## src/rc4_pkg.sv

```systemverilog
// ----------------------------------------------------------------------------
// rc4_pkg
// Shared constants, register indexes, sequencer states and the control and
// status structs that pass between the RC4 sequencer and its datapath.
// ----------------------------------------------------------------------------
`default_nettype none

package rc4_pkg;

  localparam int BYTE_W        = 8;
  localparam int PERM_DEPTH    = 256;
  localparam int PERM_AW       = $clog2(PERM_DEPTH);
  localparam int MAX_KEY_BYTES = 16;
  localparam int KIDX_W        = $clog2(MAX_KEY_BYTES);
  localparam int KEY_W         = 2 * 64;
  localparam int CFG_W         = 64;
  localparam int CFG_IDX_W     = 2;
  localparam int KLEN_W        = 5;

  localparam logic [CFG_IDX_W-1:0] CFG_KEY_LOW  = 2'd0;
  localparam logic [CFG_IDX_W-1:0] CFG_KEY_HIGH = 2'd1;
  localparam logic [CFG_IDX_W-1:0] CFG_KEY_LEN  = 2'd2;

  localparam logic [KLEN_W-1:0] KLEN_RESET = 5'd16;

  typedef enum logic [3:0] {
    ST_IDLE,
    ST_KS_RD_N,
    ST_KS_RD_J,
    ST_KS_WR_N,
    ST_KS_WR_J,
    ST_G_RD_I,
    ST_G_RD_J,
    ST_G_WR_I,
    ST_G_WR_J,
    ST_G_RD_K,
    ST_G_OUT
  } seq_state_t;

  typedef enum logic [1:0] {
    ADD_ACC_KEY,
    ADD_I_INC,
    ADD_J_S,
    ADD_A_B
  } add_op_t;

  typedef enum logic {
    RD_N,
    RD_SUM
  } rd_sel_t;

  typedef enum logic [1:0] {
    WR_N_RDV,
    WR_ACC_A,
    WR_I_RDV,
    WR_J_A
  } wr_sel_t;

  typedef struct packed {
    logic    ks_start;
    logic    rd_en;
    rd_sel_t rd_sel;
    logic    we;
    wr_sel_t wr_sel;
    add_op_t add_op;
    logic    upd_acc;
    logic    upd_i;
    logic    upd_j;
    logic    cap_a;
    logic    cap_b;
    logic    step_n;
  } dp_ctrl_t;

  typedef struct packed {
    logic n_last;
  } dp_stat_t;

endpackage

`default_nettype wire

```

## src/rc4_in_if.sv

```systemverilog
// ----------------------------------------------------------------------------
// rc4_in_if
// Input channel: one data word with its start-of-message flag.
// ----------------------------------------------------------------------------
`default_nettype none

interface rc4_in_if;
  logic       valid;
  logic       ready;
  logic [7:0] data_byte;
  logic       first_of_message;

  modport source (output valid, output data_byte, output first_of_message, input ready);
  modport sink   (input valid, input data_byte, input first_of_message, output ready);
endinterface

`default_nettype wire

```

## src/rc4_out_if.sv

```systemverilog
// ----------------------------------------------------------------------------
// rc4_out_if
// Result channel: ciphered word and the keystream word used for it.
// ----------------------------------------------------------------------------
`default_nettype none

interface rc4_out_if;
  logic       valid;
  logic       ready;
  logic [7:0] cipher_byte;
  logic [7:0] keystream_out;

  modport source (output valid, output cipher_byte, output keystream_out, input ready);
  modport sink   (input valid, input cipher_byte, input keystream_out, output ready);
endinterface

`default_nettype wire

```

## src/rc4_ram.sv

```systemverilog
// ----------------------------------------------------------------------------
// rc4_ram
// Generic single-write, single-read RAM with a registered read port.
// ----------------------------------------------------------------------------
`default_nettype none

module rc4_ram #(
  parameter int WIDTH = 8,
  parameter int DEPTH = 256
) (
  input  wire logic                     clk,
  input  wire logic                     we,
  input  wire logic [$clog2(DEPTH)-1:0] waddr,
  input  wire logic [WIDTH-1:0]         wdata,
  input  wire logic                     re,
  input  wire logic [$clog2(DEPTH)-1:0] raddr,
  output logic      [WIDTH-1:0]         rdata
);

  logic [WIDTH-1:0] mem [DEPTH];

  always_ff @(posedge clk) begin
    if (we) begin
      mem[waddr] <= wdata;
    end
    if (re) begin
      rdata <= mem[raddr];
    end
  end

endmodule

`default_nettype wire

```

## src/rc4_seq.sv

```systemverilog
// ----------------------------------------------------------------------------
// rc4_seq
// Sequencer for the key schedule and the output generator. Each step of
// either loop is split into reads and writes of the two-port permutation.
// ----------------------------------------------------------------------------
`default_nettype none

module rc4_seq import rc4_pkg::*; (
  input  wire logic     clk,
  input  wire logic     rst_n,
  input  wire logic     in_accept,
  input  wire logic     in_first,
  input  wire logic     out_free,
  input  wire dp_stat_t stat,
  output logic          in_ready,
  output logic          out_load,
  output dp_ctrl_t      ctrl
);

  seq_state_t state_r;
  seq_state_t state_nxt;

  always_ff @(posedge clk) begin
    if (!rst_n) begin
      state_r <= ST_IDLE;
    end else begin
      state_r <= state_nxt;
    end
  end

  always_comb begin
    state_nxt = state_r;
    case (state_r)
      ST_IDLE: begin
        if (in_accept) begin
          state_nxt = in_first ? ST_KS_RD_N : ST_G_RD_I;
        end
      end
      ST_KS_RD_N: state_nxt = ST_KS_RD_J;
      ST_KS_RD_J: state_nxt = ST_KS_WR_N;
      ST_KS_WR_N: state_nxt = ST_KS_WR_J;
      ST_KS_WR_J: state_nxt = stat.n_last ? ST_G_RD_I : ST_KS_RD_N;
      ST_G_RD_I:  state_nxt = ST_G_RD_J;
      ST_G_RD_J:  state_nxt = ST_G_WR_I;
      ST_G_WR_I:  state_nxt = ST_G_WR_J;
      ST_G_WR_J:  state_nxt = ST_G_RD_K;
      ST_G_RD_K:  state_nxt = ST_G_OUT;
      ST_G_OUT: begin
        if (out_free) begin
          state_nxt = ST_IDLE;
        end
      end
      default:    state_nxt = ST_IDLE;
    endcase
  end

  always_comb begin
    in_ready = 1'b0;
    out_load = 1'b0;
    ctrl     = '0;
    case (state_r)
      ST_IDLE: begin
        in_ready      = 1'b1;
        ctrl.ks_start = in_accept & in_first;
      end
      ST_KS_RD_N: begin
        ctrl.rd_en  = 1'b1;
        ctrl.rd_sel = RD_N;
      end
      ST_KS_RD_J: begin
        ctrl.add_op  = ADD_ACC_KEY;
        ctrl.upd_acc = 1'b1;
        ctrl.cap_a   = 1'b1;
        ctrl.rd_en   = 1'b1;
        ctrl.rd_sel  = RD_SUM;
      end
      ST_KS_WR_N: begin
        ctrl.we     = 1'b1;
        ctrl.wr_sel = WR_N_RDV;
      end
      ST_KS_WR_J: begin
        ctrl.we     = 1'b1;
        ctrl.wr_sel = WR_ACC_A;
        ctrl.step_n = 1'b1;
      end
      ST_G_RD_I: begin
        ctrl.add_op = ADD_I_INC;
        ctrl.upd_i  = 1'b1;
        ctrl.rd_en  = 1'b1;
        ctrl.rd_sel = RD_SUM;
      end
      ST_G_RD_J: begin
        ctrl.add_op = ADD_J_S;
        ctrl.upd_j  = 1'b1;
        ctrl.cap_a  = 1'b1;
        ctrl.rd_en  = 1'b1;
        ctrl.rd_sel = RD_SUM;
      end
      ST_G_WR_I: begin
        ctrl.we     = 1'b1;
        ctrl.wr_sel = WR_I_RDV;
        ctrl.cap_b  = 1'b1;
      end
      ST_G_WR_J: begin
        ctrl.we     = 1'b1;
        ctrl.wr_sel = WR_J_A;
      end
      ST_G_RD_K: begin
        ctrl.add_op = ADD_A_B;
        ctrl.rd_en  = 1'b1;
        ctrl.rd_sel = RD_SUM;
      end
      ST_G_OUT: begin
        out_load = out_free;
      end
      default: begin
        in_ready = 1'b0;
      end
    endcase
  end

endmodule

`default_nettype wire

```

## src/rc4_dp.sv

```systemverilog
// ----------------------------------------------------------------------------
// rc4_dp
// Datapath: permutation RAM with per-entry valid bits, the indices, the
// key-schedule accumulator and one shared three-input byte adder.
// ----------------------------------------------------------------------------
`default_nettype none

module rc4_dp import rc4_pkg::*; (
  input  wire logic              clk,
  input  wire logic              rst_n,
  input  wire dp_ctrl_t          ctrl,
  input  wire logic [KEY_W-1:0]  key,
  input  wire logic [KIDX_W-1:0] key_last,
  output dp_stat_t               stat,
  output logic [BYTE_W-1:0]      rd_value
);

  logic [PERM_DEPTH-1:0] valid_r;
  logic [PERM_AW-1:0]    n_r;
  logic [KIDX_W-1:0]     kidx_r;
  logic [BYTE_W-1:0]     acc_r;
  logic [PERM_AW-1:0]    i_r;
  logic [PERM_AW-1:0]    j_r;
  logic [BYTE_W-1:0]     a_r;
  logic [BYTE_W-1:0]     b_r;
  logic [PERM_AW-1:0]    rd_addr_r;
  logic                  rd_valid_r;
  logic [BYTE_W-1:0]     ram_q;

  logic [BYTE_W-1:0]     op_a;
  logic [BYTE_W-1:0]     op_b;
  logic [BYTE_W-1:0]     op_c;
  logic [BYTE_W-1:0]     sum;
  logic [BYTE_W-1:0]     key_byte;
  logic [PERM_AW-1:0]    raddr;
  logic [PERM_AW-1:0]    waddr;
  logic [BYTE_W-1:0]     wdata;

  assign key_byte = key[kidx_r*BYTE_W +: BYTE_W];

  // The one adder serves the i, j and accumulator updates and the read addresses.
  always_comb begin
    case (ctrl.add_op)
      ADD_ACC_KEY: begin op_a = acc_r; op_b = rd_value; op_c = key_byte; end
      ADD_I_INC:   begin op_a = i_r;   op_b = '0;       op_c = 8'd1;     end
      ADD_J_S:     begin op_a = j_r;   op_b = rd_value; op_c = '0;       end
      ADD_A_B:     begin op_a = a_r;   op_b = b_r;      op_c = '0;       end
      default:     begin op_a = '0;    op_b = '0;       op_c = '0;       end
    endcase
  end

  assign sum = BYTE_W'(op_a + op_b + op_c);

  assign raddr = (ctrl.rd_sel == RD_N) ? n_r : sum;

  always_comb begin
    case (ctrl.wr_sel)
      WR_N_RDV: begin waddr = n_r;   wdata = rd_value; end
      WR_ACC_A: begin waddr = acc_r; wdata = a_r;      end
      WR_I_RDV: begin waddr = i_r;   wdata = rd_value; end
      WR_J_A:   begin waddr = j_r;   wdata = a_r;      end
      default:  begin waddr = '0;    wdata = '0;       end
    endcase
  end

  rc4_ram #(
    .WIDTH (BYTE_W),
    .DEPTH (PERM_DEPTH)
  ) u_perm (
    .clk   (clk),
    .we    (ctrl.we),
    .waddr (waddr),
    .wdata (wdata),
    .re    (ctrl.rd_en),
    .raddr (raddr),
    .rdata (ram_q)
  );

  // An entry never written since reset or since the last key schedule
  // holds its own index.
  assign rd_value = rd_valid_r ? ram_q : rd_addr_r;

  assign stat.n_last = (n_r == PERM_AW'(PERM_DEPTH - 1));

  always_ff @(posedge clk) begin
    if (!rst_n) begin
      valid_r <= '0;
      n_r     <= '0;
      kidx_r  <= '0;
      acc_r   <= '0;
      i_r     <= '0;
      j_r     <= '0;
    end else if (ctrl.ks_start) begin
      valid_r <= '0;
      n_r     <= '0;
      kidx_r  <= '0;
      acc_r   <= '0;
      i_r     <= '0;
      j_r     <= '0;
    end else begin
      if (ctrl.we) begin
        valid_r[waddr] <= 1'b1;
      end
      if (ctrl.upd_acc) begin
        acc_r <= sum;
      end
      if (ctrl.upd_i) begin
        i_r <= sum;
      end
      if (ctrl.upd_j) begin
        j_r <= sum;
      end
      if (ctrl.step_n) begin
        n_r    <= n_r + 1'b1;
        kidx_r <= (kidx_r == key_last) ? '0 : kidx_r + 1'b1;
      end
    end
  end

  always_ff @(posedge clk) begin
    if (ctrl.rd_en) begin
      rd_addr_r  <= raddr;
      rd_valid_r <= valid_r[raddr];
    end
    if (ctrl.cap_a) begin
      a_r <= rd_value;
    end
    if (ctrl.cap_b) begin
      b_r <= rd_value;
    end
  end

endmodule

`default_nettype wire

```

## src/rc4_stream_cipher.sv

```systemverilog
// ----------------------------------------------------------------------------
// rc4_stream_cipher
// RC4 stream cipher, one data word in and one ciphered word out per item.
// A word flagged as first of a message reruns the key schedule first.
// ----------------------------------------------------------------------------
//   Channel   Direction  Contents
//   in_ch     sink       data_byte, first_of_message
//   out_ch    source     cipher_byte, keystream_out
//   cfg_*     write      key_bytes_low, key_bytes_high, key_length
//
// A word runs the generator states RD_I, RD_J, WR_I, WR_J, RD_K and OUT; a
// first word first runs the key schedule states RD_N, RD_J, WR_N, WR_J per entry.
// The split is set by the single read and single write port of the RAM.
// Reset restores the identity permutation at once through per-entry valid
// bits; there is no clearing pass. A stalled result waits in the output
// register and the next word is taken meanwhile; the block only holds its
// own result back when that register is still full.
// ----------------------------------------------------------------------------
`default_nettype none

module rc4_stream_cipher import rc4_pkg::*; (
  input  wire logic                 clk,
  input  wire logic                 rst_n,
  input  wire logic                 cfg_we,
  input  wire logic [CFG_IDX_W-1:0] cfg_index,
  input  wire logic [CFG_W-1:0]     cfg_wdata,
  rc4_in_if.sink                    in_ch,
  rc4_out_if.source                 out_ch
);

  logic [CFG_W-1:0]  key_low_r;
  logic [CFG_W-1:0]  key_high_r;
  logic [KLEN_W-1:0] key_len_r;
  logic [KIDX_W-1:0] key_last;

  logic [BYTE_W-1:0] data_r;
  logic              out_valid_r;
  logic              out_valid_nxt;
  logic [BYTE_W-1:0] cipher_r;
  logic [BYTE_W-1:0] ks_r;

  logic              in_ready;
  logic              in_accept;
  logic              out_free;
  logic              out_load;
  dp_ctrl_t          ctrl;
  dp_stat_t          stat;
  logic [BYTE_W-1:0] rd_value;

  always_ff @(posedge clk) begin
    if (!rst_n) begin
      key_low_r  <= '0;
      key_high_r <= '0;
      key_len_r  <= KLEN_RESET;
    end else if (cfg_we) begin
      case (cfg_index)
        CFG_KEY_LOW:  key_low_r  <= cfg_wdata;
        CFG_KEY_HIGH: key_high_r <= cfg_wdata;
        CFG_KEY_LEN:  key_len_r  <= cfg_wdata[KLEN_W-1:0];
        default:      key_len_r  <= key_len_r;
      endcase
    end
  end

  // Index of the last key byte in use, with the length saturated to 1..16.
  always_comb begin
    if (key_len_r == '0) begin
      key_last = '0;
    end else if (key_len_r > KLEN_W'(MAX_KEY_BYTES)) begin
      key_last = KIDX_W'(MAX_KEY_BYTES - 1);
    end else begin
      key_last = KIDX_W'(key_len_r - 1'b1);
    end
  end

  assign in_ch.ready = in_ready;
  assign in_accept   = in_ch.valid & in_ready;
  assign out_free    = ~out_valid_r | out_ch.ready;

  rc4_seq u_seq (
    .clk       (clk),
    .rst_n     (rst_n),
    .in_accept (in_accept),
    .in_first  (in_ch.first_of_message),
    .out_free  (out_free),
    .stat      (stat),
    .in_ready  (in_ready),
    .out_load  (out_load),
    .ctrl      (ctrl)
  );

  rc4_dp u_dp (
    .clk      (clk),
    .rst_n    (rst_n),
    .ctrl     (ctrl),
    .key      ({key_high_r, key_low_r}),
    .key_last (key_last),
    .stat     (stat),
    .rd_value (rd_value)
  );

  always_comb begin
    if (out_load) begin
      out_valid_nxt = 1'b1;
    end else if (out_ch.ready) begin
      out_valid_nxt = 1'b0;
    end else begin
      out_valid_nxt = out_valid_r;
    end
  end

  always_ff @(posedge clk) begin
    if (!rst_n) begin
      out_valid_r <= 1'b0;
    end else begin
      out_valid_r <= out_valid_nxt;
    end
  end

  always_ff @(posedge clk) begin
    if (in_accept) begin
      data_r <= in_ch.data_byte;
    end
    if (out_load) begin
      cipher_r <= data_r ^ rd_value;
      ks_r     <= rd_value;
    end
  end

  assign out_ch.valid         = out_valid_r;
  assign out_ch.cipher_byte   = cipher_r;
  assign out_ch.keystream_out = ks_r;

endmodule

`default_nettype wire

```

## src/flat_wrapper.sv

```systemverilog
// flat-port wrapper written by rule: the top's interface ports become plain ports
module rc4_stream_cipher_flat import rc4_pkg::*;
  (clk, rst_n, cfg_we, cfg_index, cfg_wdata, in_ch_valid, in_ch_data_byte, in_ch_first_of_message, in_ch_ready, out_ch_valid, out_ch_cipher_byte, out_ch_keystream_out, out_ch_ready);
  rc4_in_if in_ch_i ();
  rc4_out_if out_ch_i ();
  input  wire logic clk;
  input  wire logic rst_n;
  input  wire logic cfg_we;
  input  wire logic [CFG_IDX_W-1:0] cfg_index;
  input  wire logic [CFG_W-1:0] cfg_wdata;
  input wire logic [$bits(in_ch_i.valid)-1:0] in_ch_valid;
  input wire logic [$bits(in_ch_i.data_byte)-1:0] in_ch_data_byte;
  input wire logic [$bits(in_ch_i.first_of_message)-1:0] in_ch_first_of_message;
  output wire logic [$bits(in_ch_i.ready)-1:0] in_ch_ready;
  output wire logic [$bits(out_ch_i.valid)-1:0] out_ch_valid;
  output wire logic [$bits(out_ch_i.cipher_byte)-1:0] out_ch_cipher_byte;
  output wire logic [$bits(out_ch_i.keystream_out)-1:0] out_ch_keystream_out;
  input wire logic [$bits(out_ch_i.ready)-1:0] out_ch_ready;
  assign in_ch_i.valid = in_ch_valid;
  assign in_ch_i.data_byte = in_ch_data_byte;
  assign in_ch_i.first_of_message = in_ch_first_of_message;
  assign in_ch_ready = in_ch_i.ready;
  assign out_ch_valid = out_ch_i.valid;
  assign out_ch_cipher_byte = out_ch_i.cipher_byte;
  assign out_ch_keystream_out = out_ch_i.keystream_out;
  assign out_ch_i.ready = out_ch_ready;
  rc4_stream_cipher u_core (.clk(clk), .rst_n(rst_n), .cfg_we(cfg_we), .cfg_index(cfg_index), .cfg_wdata(cfg_wdata), .in_ch(in_ch_i), .out_ch(out_ch_i));
endmodule
```

## config.mk

```make
export PLATFORM = sky130hd
export DESIGN_NAME = rc4_stream_cipher_flat
export DESIGN_NICKNAME = d
export VERILOG_FILES = /design/src/rc4_pkg.sv /design/src/rc4_in_if.sv /design/src/rc4_out_if.sv /design/src/rc4_ram.sv /design/src/rc4_seq.sv /design/src/rc4_dp.sv /design/src/rc4_stream_cipher.sv /design/src/flat_wrapper.sv
export SDC_FILE = /design/constraint.sdc
export NUM_CORES = 2
export LEC_CHECK = 0
export BUFFER_PORTS_ARGS = -buffer_cell sky130_fd_sc_hd__buf_2
export CAP_MARGIN = 10
export CORE_ASPECT_RATIO = 2
export CORE_UTILIZATION = 47
export CTS_CLUSTER_SIZE = 28
export DETAILED_ROUTE_END_ITERATION = 12
export MAX_ROUTING_LAYER = met4
export PLACE_DENSITY = 0.63
export RECOVER_POWER = 25
export SLEW_MARGIN = 0
export SYNTH_ARGS = -nofsm -noshare
export SYNTH_HDL_FRONTEND = slang
export SYNTH_SLANG_ARGS = --single-unit
```

## constraint.sdc

```tcl
create_clock -name clk -period 13.6 [get_ports clk]
set_input_delay 0.68 -clock clk [delete_from_list [all_inputs] [get_ports clk]]
set_output_delay 0.68 -clock clk [all_outputs]
set_load 0.005 [all_outputs]
```

**After elaboration in Yosys (flattened, before gate mapping)**

Memory sizes are Yosys's and may differ from the RTL's. A register that Yosys moved wholly into a read port is not among the register bits.
Index checks and enable logic that the tools add are counted.
Widths: inputs -> output; s select.

- Output and inout port bits: 18
- Memories: 1
- Register bits after elaboration: 479
- Bits in writable memories: 2048
- Input port bits: 80

Memories:

| name | depth | bits a word | read ports | clocked after Yosys merged registers in | write ports | line | source |
|---|---|---|---|---|---|---|---|
| u_core.u_dp.u_perm.mem | 256 | 8 | 1 | 1 | 1 | rc4_ram.sv:20 | `logic [WIDTH-1:0] mem [DEPTH];` |

- Reductions and logical operators: 18
- Shift operators: 1
- Order comparisons: 4
- Bitwise gates (word level): 7
- Add/sub/neg operators: 5
- Multiplexer cells: 35
- Equality and inequality tests: 22

Operators with widths:

| operator | number |
|---|---|
| $or 256x256->256 | 1 |
| $shiftx 128x8->8 | 1 |
| $pmux 8 s4 | 2 |
| $pmux 8 s3 | 2 |
| $pmux 4 s11 | 1 |
| $mux 4 | 5 |
| $lt 8x9->1 const B | 2 |
| $add 8x8->8 | 2 |
| $eq 4x3->1 const B | 4 |
| $mux 8 | 2 |
| $pmux 8 s2 | 1 |
| $mux 1 | 15 |
| $eq 4x4->1 const B | 3 |
| $pmux 3 s4 | 1 |
| $reduce_or 2->1 | 6 |
| $eq 2x2->1 const B | 5 |
| $add 8x1->8 const B | 1 |
| $bmux 1 s8 | 1 |
| $demux 1 s8 | 1 |
| $eq 4x2->1 const B | 2 |
| $eq 8x8->1 const B | 1 |
| $ge 8x1->1 const B | 1 |
| $reduce_and 2->1 | 4 |
| $xor 8x8->8 | 1 |
| other kinds (19) | 27 |

**Logic depth before layout (Yosys ltp)**

- Word-level depth: 10
- Depth in mapped cells: 26

**By module**

A second synthesis with hierarchy kept.

- Cells, all modules: 6067
- Area, all modules: 100735.4 um^2

By module, submodules not included:

| module | cells an instance | instances | sequential area each (um^2) | area each (um^2) |
|---|---|---|---|---|
| rc4_ram | 3733 | 1 | 61739.2 | 79636.4 |
| rc4_dp | 1648 | 1 | 6596.3 | 14805.4 |
| rc4_stream_cipher | 630 | 1 | 3403.3 | 5896.9 |
| rc4_seq | 56 | 1 | 80.1 | 396.6 |

**Least setup slack after synthesis**

Ideal clock, no wire load.

- Kind: reg2reg
- Start: reg u_core.u_seq.state_r[0]
- End: mem u_core.u_dp.u_perm.mem[0][0] (data pin)
- Data arrival time: 11.542 ns
- Stages on the path, launching flop included: 10
- Path slack: -0.130 ns
- Library setup time: 2.188 ns
- Period minus slack after synthesis: 13.730 ns
- Path through: dfxtp_1 > buf_2 > inv_1 > and3_1 > clkbuf_1 > clkbuf_1 > or2_2 > clkbuf_1 > clkbuf_1 > o21ai_0

- Word-level cells in the longest chain between the ends: 5
- Elaborated cells between the ends (all ways): 12
- Those cells by class: eq/ne (7); mux (2); reduce/logical (3)

RTL lines:

| item | line | source |
|---|---|---|
| start: declaration | rc4_seq.sv:20 | `seq_state_t state_r;` |
| start signal: assignment | rc4_seq.sv:27 | `state_r <= state_nxt;` |
| $eq 4x4->1 (tied with other cells) | rc4_seq.sv:61 | `case (state_r)` |
| $pmux 3 s4 (*) | rc4_seq.sv:61 |  |
| $eq 2x2->1 (tied with other cells) | rc4_dp.sv:57 | `case (ctrl.wr_sel)` |
| $reduce_or 2->1 (no line) | -- |  |
| $pmux 8 s2 (*) | rc4_dp.sv:57 |  |
| net u_core.u_dp.u_perm.wdata[0] | rc4_ram.sv:14 | `input wire logic [WIDTH-1:0] wdata,` |
| end: declaration | rc4_ram.sv:20 |  |

Mark *: on every way through the listed nets, which the timed path passes. The rest lies on a longest branch.

**Worst setup path in the final report**

- Start: reg u_core.u_seq.state_r[1]
- End: mem u_core.u_dp.u_perm.mem[161][0] (data pin)

The elaborated chain is that of the path after synthesis.

==> results.txt <==
dpl ws - 4.99 ns
most common cell after layout, fill and taps aside - edfxtp_1
grt total ovfl - 0
post-route ant nets - 0
total core area - 213000 µm²
Final min period - 10.11 ns
gpl congestion - 1.01
Critical Path AT - 10.60 ns
tightest hold margin - 0.0568 ns
worst hold start - rst_n
f_max - 98.9 MHz
clock latency on the worst-skew pair - 0.89 ns
post-synthesis cell type count - 100
Worst VDD drop - 0.000213 V
die area - 216000 µm²
total internal power - 14700 µW
clock buffer depth - 4
Worst setup EP type - flop
first-pass GRT wire length - 466 mm
largest area contributor in the netlist - edfxtp_1
Reg2Reg Launch Point - u_core.u_seq.state_r[1]$_SDFFE_PN0P_
CTS tree - built
Worst Tran Pin Value - 4.74 ns
DR vias/cell - 6.39
max_cap viols - 21
final setup margin - 3.49 ns
R2R depth - 7
PwrDens - 195 nW/µm²
H-tree Lvls - 4
share of layout cells above drive strength 1 - 0.146
Psw - 7000 µW
synthesized area per cell - 15.0 µm²
Top cell by count, worst path - clkbuf_1
Area after DPL - 104000 µm²
hpwl dp - 216 mm
fraction of registers with async set/reset - 0
post_cts resized - 0
final std cells w/o fill - 9729
Worst setup SP type - flop
WL final - 335 mm
DR DRC count - 0
Port-buffer cells - 97
Die X - 329 µm
sequential share of power - 0.457
vias - 62200
I/O Pins - 98
reg-to-reg setup timing slack - 3.49 ns
top cells by area, synth - edfxtp_1, dfxtp_1, mux4_2, nand2_1, a21oi_1
Slowest cell on crit path - o21ai_0
largest net degree at the start of global routing - 132
router iterations before antenna repair - 8
row count - 240
most used flip-flop cell after synthesis - edfxtp_1
Iter 0 DRT Violations - 7138
Clk pin slew, worst setup/hold paths - 0.07 ns
RSZ-0062 raised after global routing - no
CP required - 14.09 ns
switching share of total power - 0.322
CP Cell Sequence - nand2b_1 -> nor3_1 -> clkbuf_1 -> or2_0 -> o21ai_0 -> clkbuf_1 -> buf_4
Gate Count Post-Synth - 6692
reg2reg end - u_core.u_dp.u_perm.mem[161][0]$_DFFE_PP_
WS Path Type - flop to flop
post-synth top area share - 0.628
Worst Hold Class - input port to flop
final setup vio count - 0
status - finished with violations
failing checks - max-capacitance violations, max-slew violations
most frequent cells in the layout - edfxtp_1, nand2_1, nor2_1
Pwr Total - 21700 µW
Layout Nets - 6846
post-CTS setup buffers - 0
Gate power share - 0.244
Post-synth EDFFs - 2105
chip height - 657 µm
Mapped Area - 101000 µm²
crit path max fanout - 88
Post-Syn Nets - 6790
Routed WL per cell - 34.4 µm
register area share after synthesis - 0.713
final slew viol count - 1355
clock share of power - 0.299
Design Area, Final - 111000 µm²
Area Overhead vs Synth - 10.4%
synth warn - 0
vias in the first global route - 61600
initial antenna violation count - 20
clock sinks - 2535
FF+latch count, synth - 2535
CTS Root Cell - clkbuf_16
Max transition margin - -2.16
CTS buffer count - 210
Initial Util - 0.472
placed cells - 9308
slowest stage delay, CP - 3.09 ns
final hold viol count - 0
Pleak - 0.0355 µW
Setup Skew - 0.0698 ns
period utilization - 0.743
Min-Delay Path Depth - 2
Worst Hold End - u_core.key_len_r[4]$_SDFFE_PN1P_
total track usage - 0.318
[synthesized netlist by cell type (all sizes together), types with 6 or more instances]
cell     instances
nor2b            7
a21boi           6
and3            19
o21ai           49
mux2             6
dfxtp          430
a22o            11
o22ai           53
o211ai          15
nand2b          11
ha              10
fa               8
nor3b            7
a222oi           7
inv             43
a22oi           92
xor2             9
o221ai          13
nand4           27
o32ai            6
nand3          128
nor3            64
o21a           210
o31ai           22
a211oi          50
buf            264
mux4           365
a2111oi         39
mux2i          126
nor4            33
clkbuf         186
xnor2           19
and2            11
or3              8
a21oi          444
edfxtp        2105
a32oi           75
a221oi          21
o311ai           8
or4              8
nor2           457
nand2         1099
a31oi           45
[layer usage]
layer	GRT usage	part of all wire
met5	-	0
met2	0.518	0.50
met4	0.278	0.11
met3	0.0539	0.079
met1	0.330	0.31
[cell type report]
type | count | area (µm²)
diodes | 24 | 60.1
clock inverters | 115 | 1520
repair buffers | 295 | 2000
clock buffers | 271 | 5730
well taps | 2783 | 3480
inverters | 44 | 199
fillers | 17500 | 102000
multi-input cells | 3662 | 26400
flip-flops and latches | 2535 | 71800
[power by group through the flow]
stage	combinational (µW)	sequential (µW)	clock (µW)
final	5290	9930	6500
after global routing	5400	9930	6790
after CTS	5210	9810	6530
after detailed placement	5190	9980	0
after global placement	5100	9980	0
after floorplan	2870	10900	0
[flip-flops by register name (all words and copies together), names as in the netlist]
| register | flops |
|---|---|
| u_core.data_r | 8 |
| u_core.key_high_r | 64 |
| u_core.key_len_r | 5 |
| u_core.key_low_r | 64 |
| u_core.out_ch.cipher_byte | 8 |
| u_core.out_ch.keystream_out | 8 |
| u_core.out_ch.valid | 1 |
| u_core.u_dp.a_r | 8 |
| u_core.u_dp.acc_r | 8 |
| u_core.u_dp.b_r | 8 |
| u_core.u_dp.i_r | 8 |
| u_core.u_dp.j_r | 8 |
| u_core.u_dp.kidx_r | 4 |
| u_core.u_dp.n_r | 8 |
| u_core.u_dp.rd_addr_r | 8 |
| u_core.u_dp.rd_valid_r | 1 |
| u_core.u_dp.u_perm.mem | 2048 |
| u_core.u_dp.u_perm.rdata | 8 |
| u_core.u_dp.valid_r | 256 |
| u_core.u_seq.state_r | 4 |
[timing repair]
action,4_1_cts,5_1_grt
endpoints found under the hold margin,8,0
endpoints found under the setup margin,0,0
hold buffers,8,0
[cell families (layout without fill, tap and decap cells)]
logic type               after synthesis  in the layout  share of synthesized area
AO/OA/AOI/OAI                       1211           1211                     0.0802
XOR/XNOR                              29             29                    0.00273
adder cells (fa/ha/maj)               20             20                    0.00303
buffers and inverters                495            725                     0.0276
flip-flops                          2535           2535                      0.713
multiplexers                         497            497                     0.0948
other                                  0             24                          0
AND/OR/NAND/NOR                     1905           1905                     0.0784
[worst max-delay path, delay by kind of cell, from the launching register on]
kind / cells / cell delay [ns]
AO/OA/AOI/OAI: 1 / 3.09
buffers and inverters: 3 / 4.37
flip-flops: 1 / 0.90
AND/OR/NAND/NOR: 3 / 1.14
[worst max path at each step]
stage / start / endpoint / cells past startpoint
after floorplan: u_core.u_seq.state_r[0]$_SDFFE_PN0P_ / u_core.u_dp.u_perm.mem[0][0]$_DFFE_PP_ / 9
after global placement: u_core.u_seq.state_r[1]$_SDFFE_PN0P_ / u_core.u_dp.u_perm.rdata[6]$_DFFE_PP_ / 16
after detailed placement: u_core.u_seq.state_r[1]$_SDFFE_PN0P_ / u_core.u_dp.u_perm.rdata[2]$_DFFE_PP_ / 19
after CTS: u_core.u_seq.state_r[1]$_SDFFE_PN0P_ / u_core.u_dp.u_perm.rdata[2]$_DFFE_PP_ / 19
after global routing: u_core.u_seq.state_r[1]$_SDFFE_PN0P_ / u_core.u_dp.u_perm.mem[164][0]$_DFFE_PP_ / 7
final: u_core.u_seq.state_r[1]$_SDFFE_PN0P_ / u_core.u_dp.u_perm.mem[161][0]$_DFFE_PP_ / 7
[per-stage QoR]
stage / TNS (ns) / util
after floorplan: -266.11 / -
after global placement: 0 / 0.487
after detailed placement: 0 / 0.488
after CTS: 0 / 0.522
after global routing: 0 / 0.521
final: 0 / 0.521
Note: power is estimated with default switching activity, not from simulation.
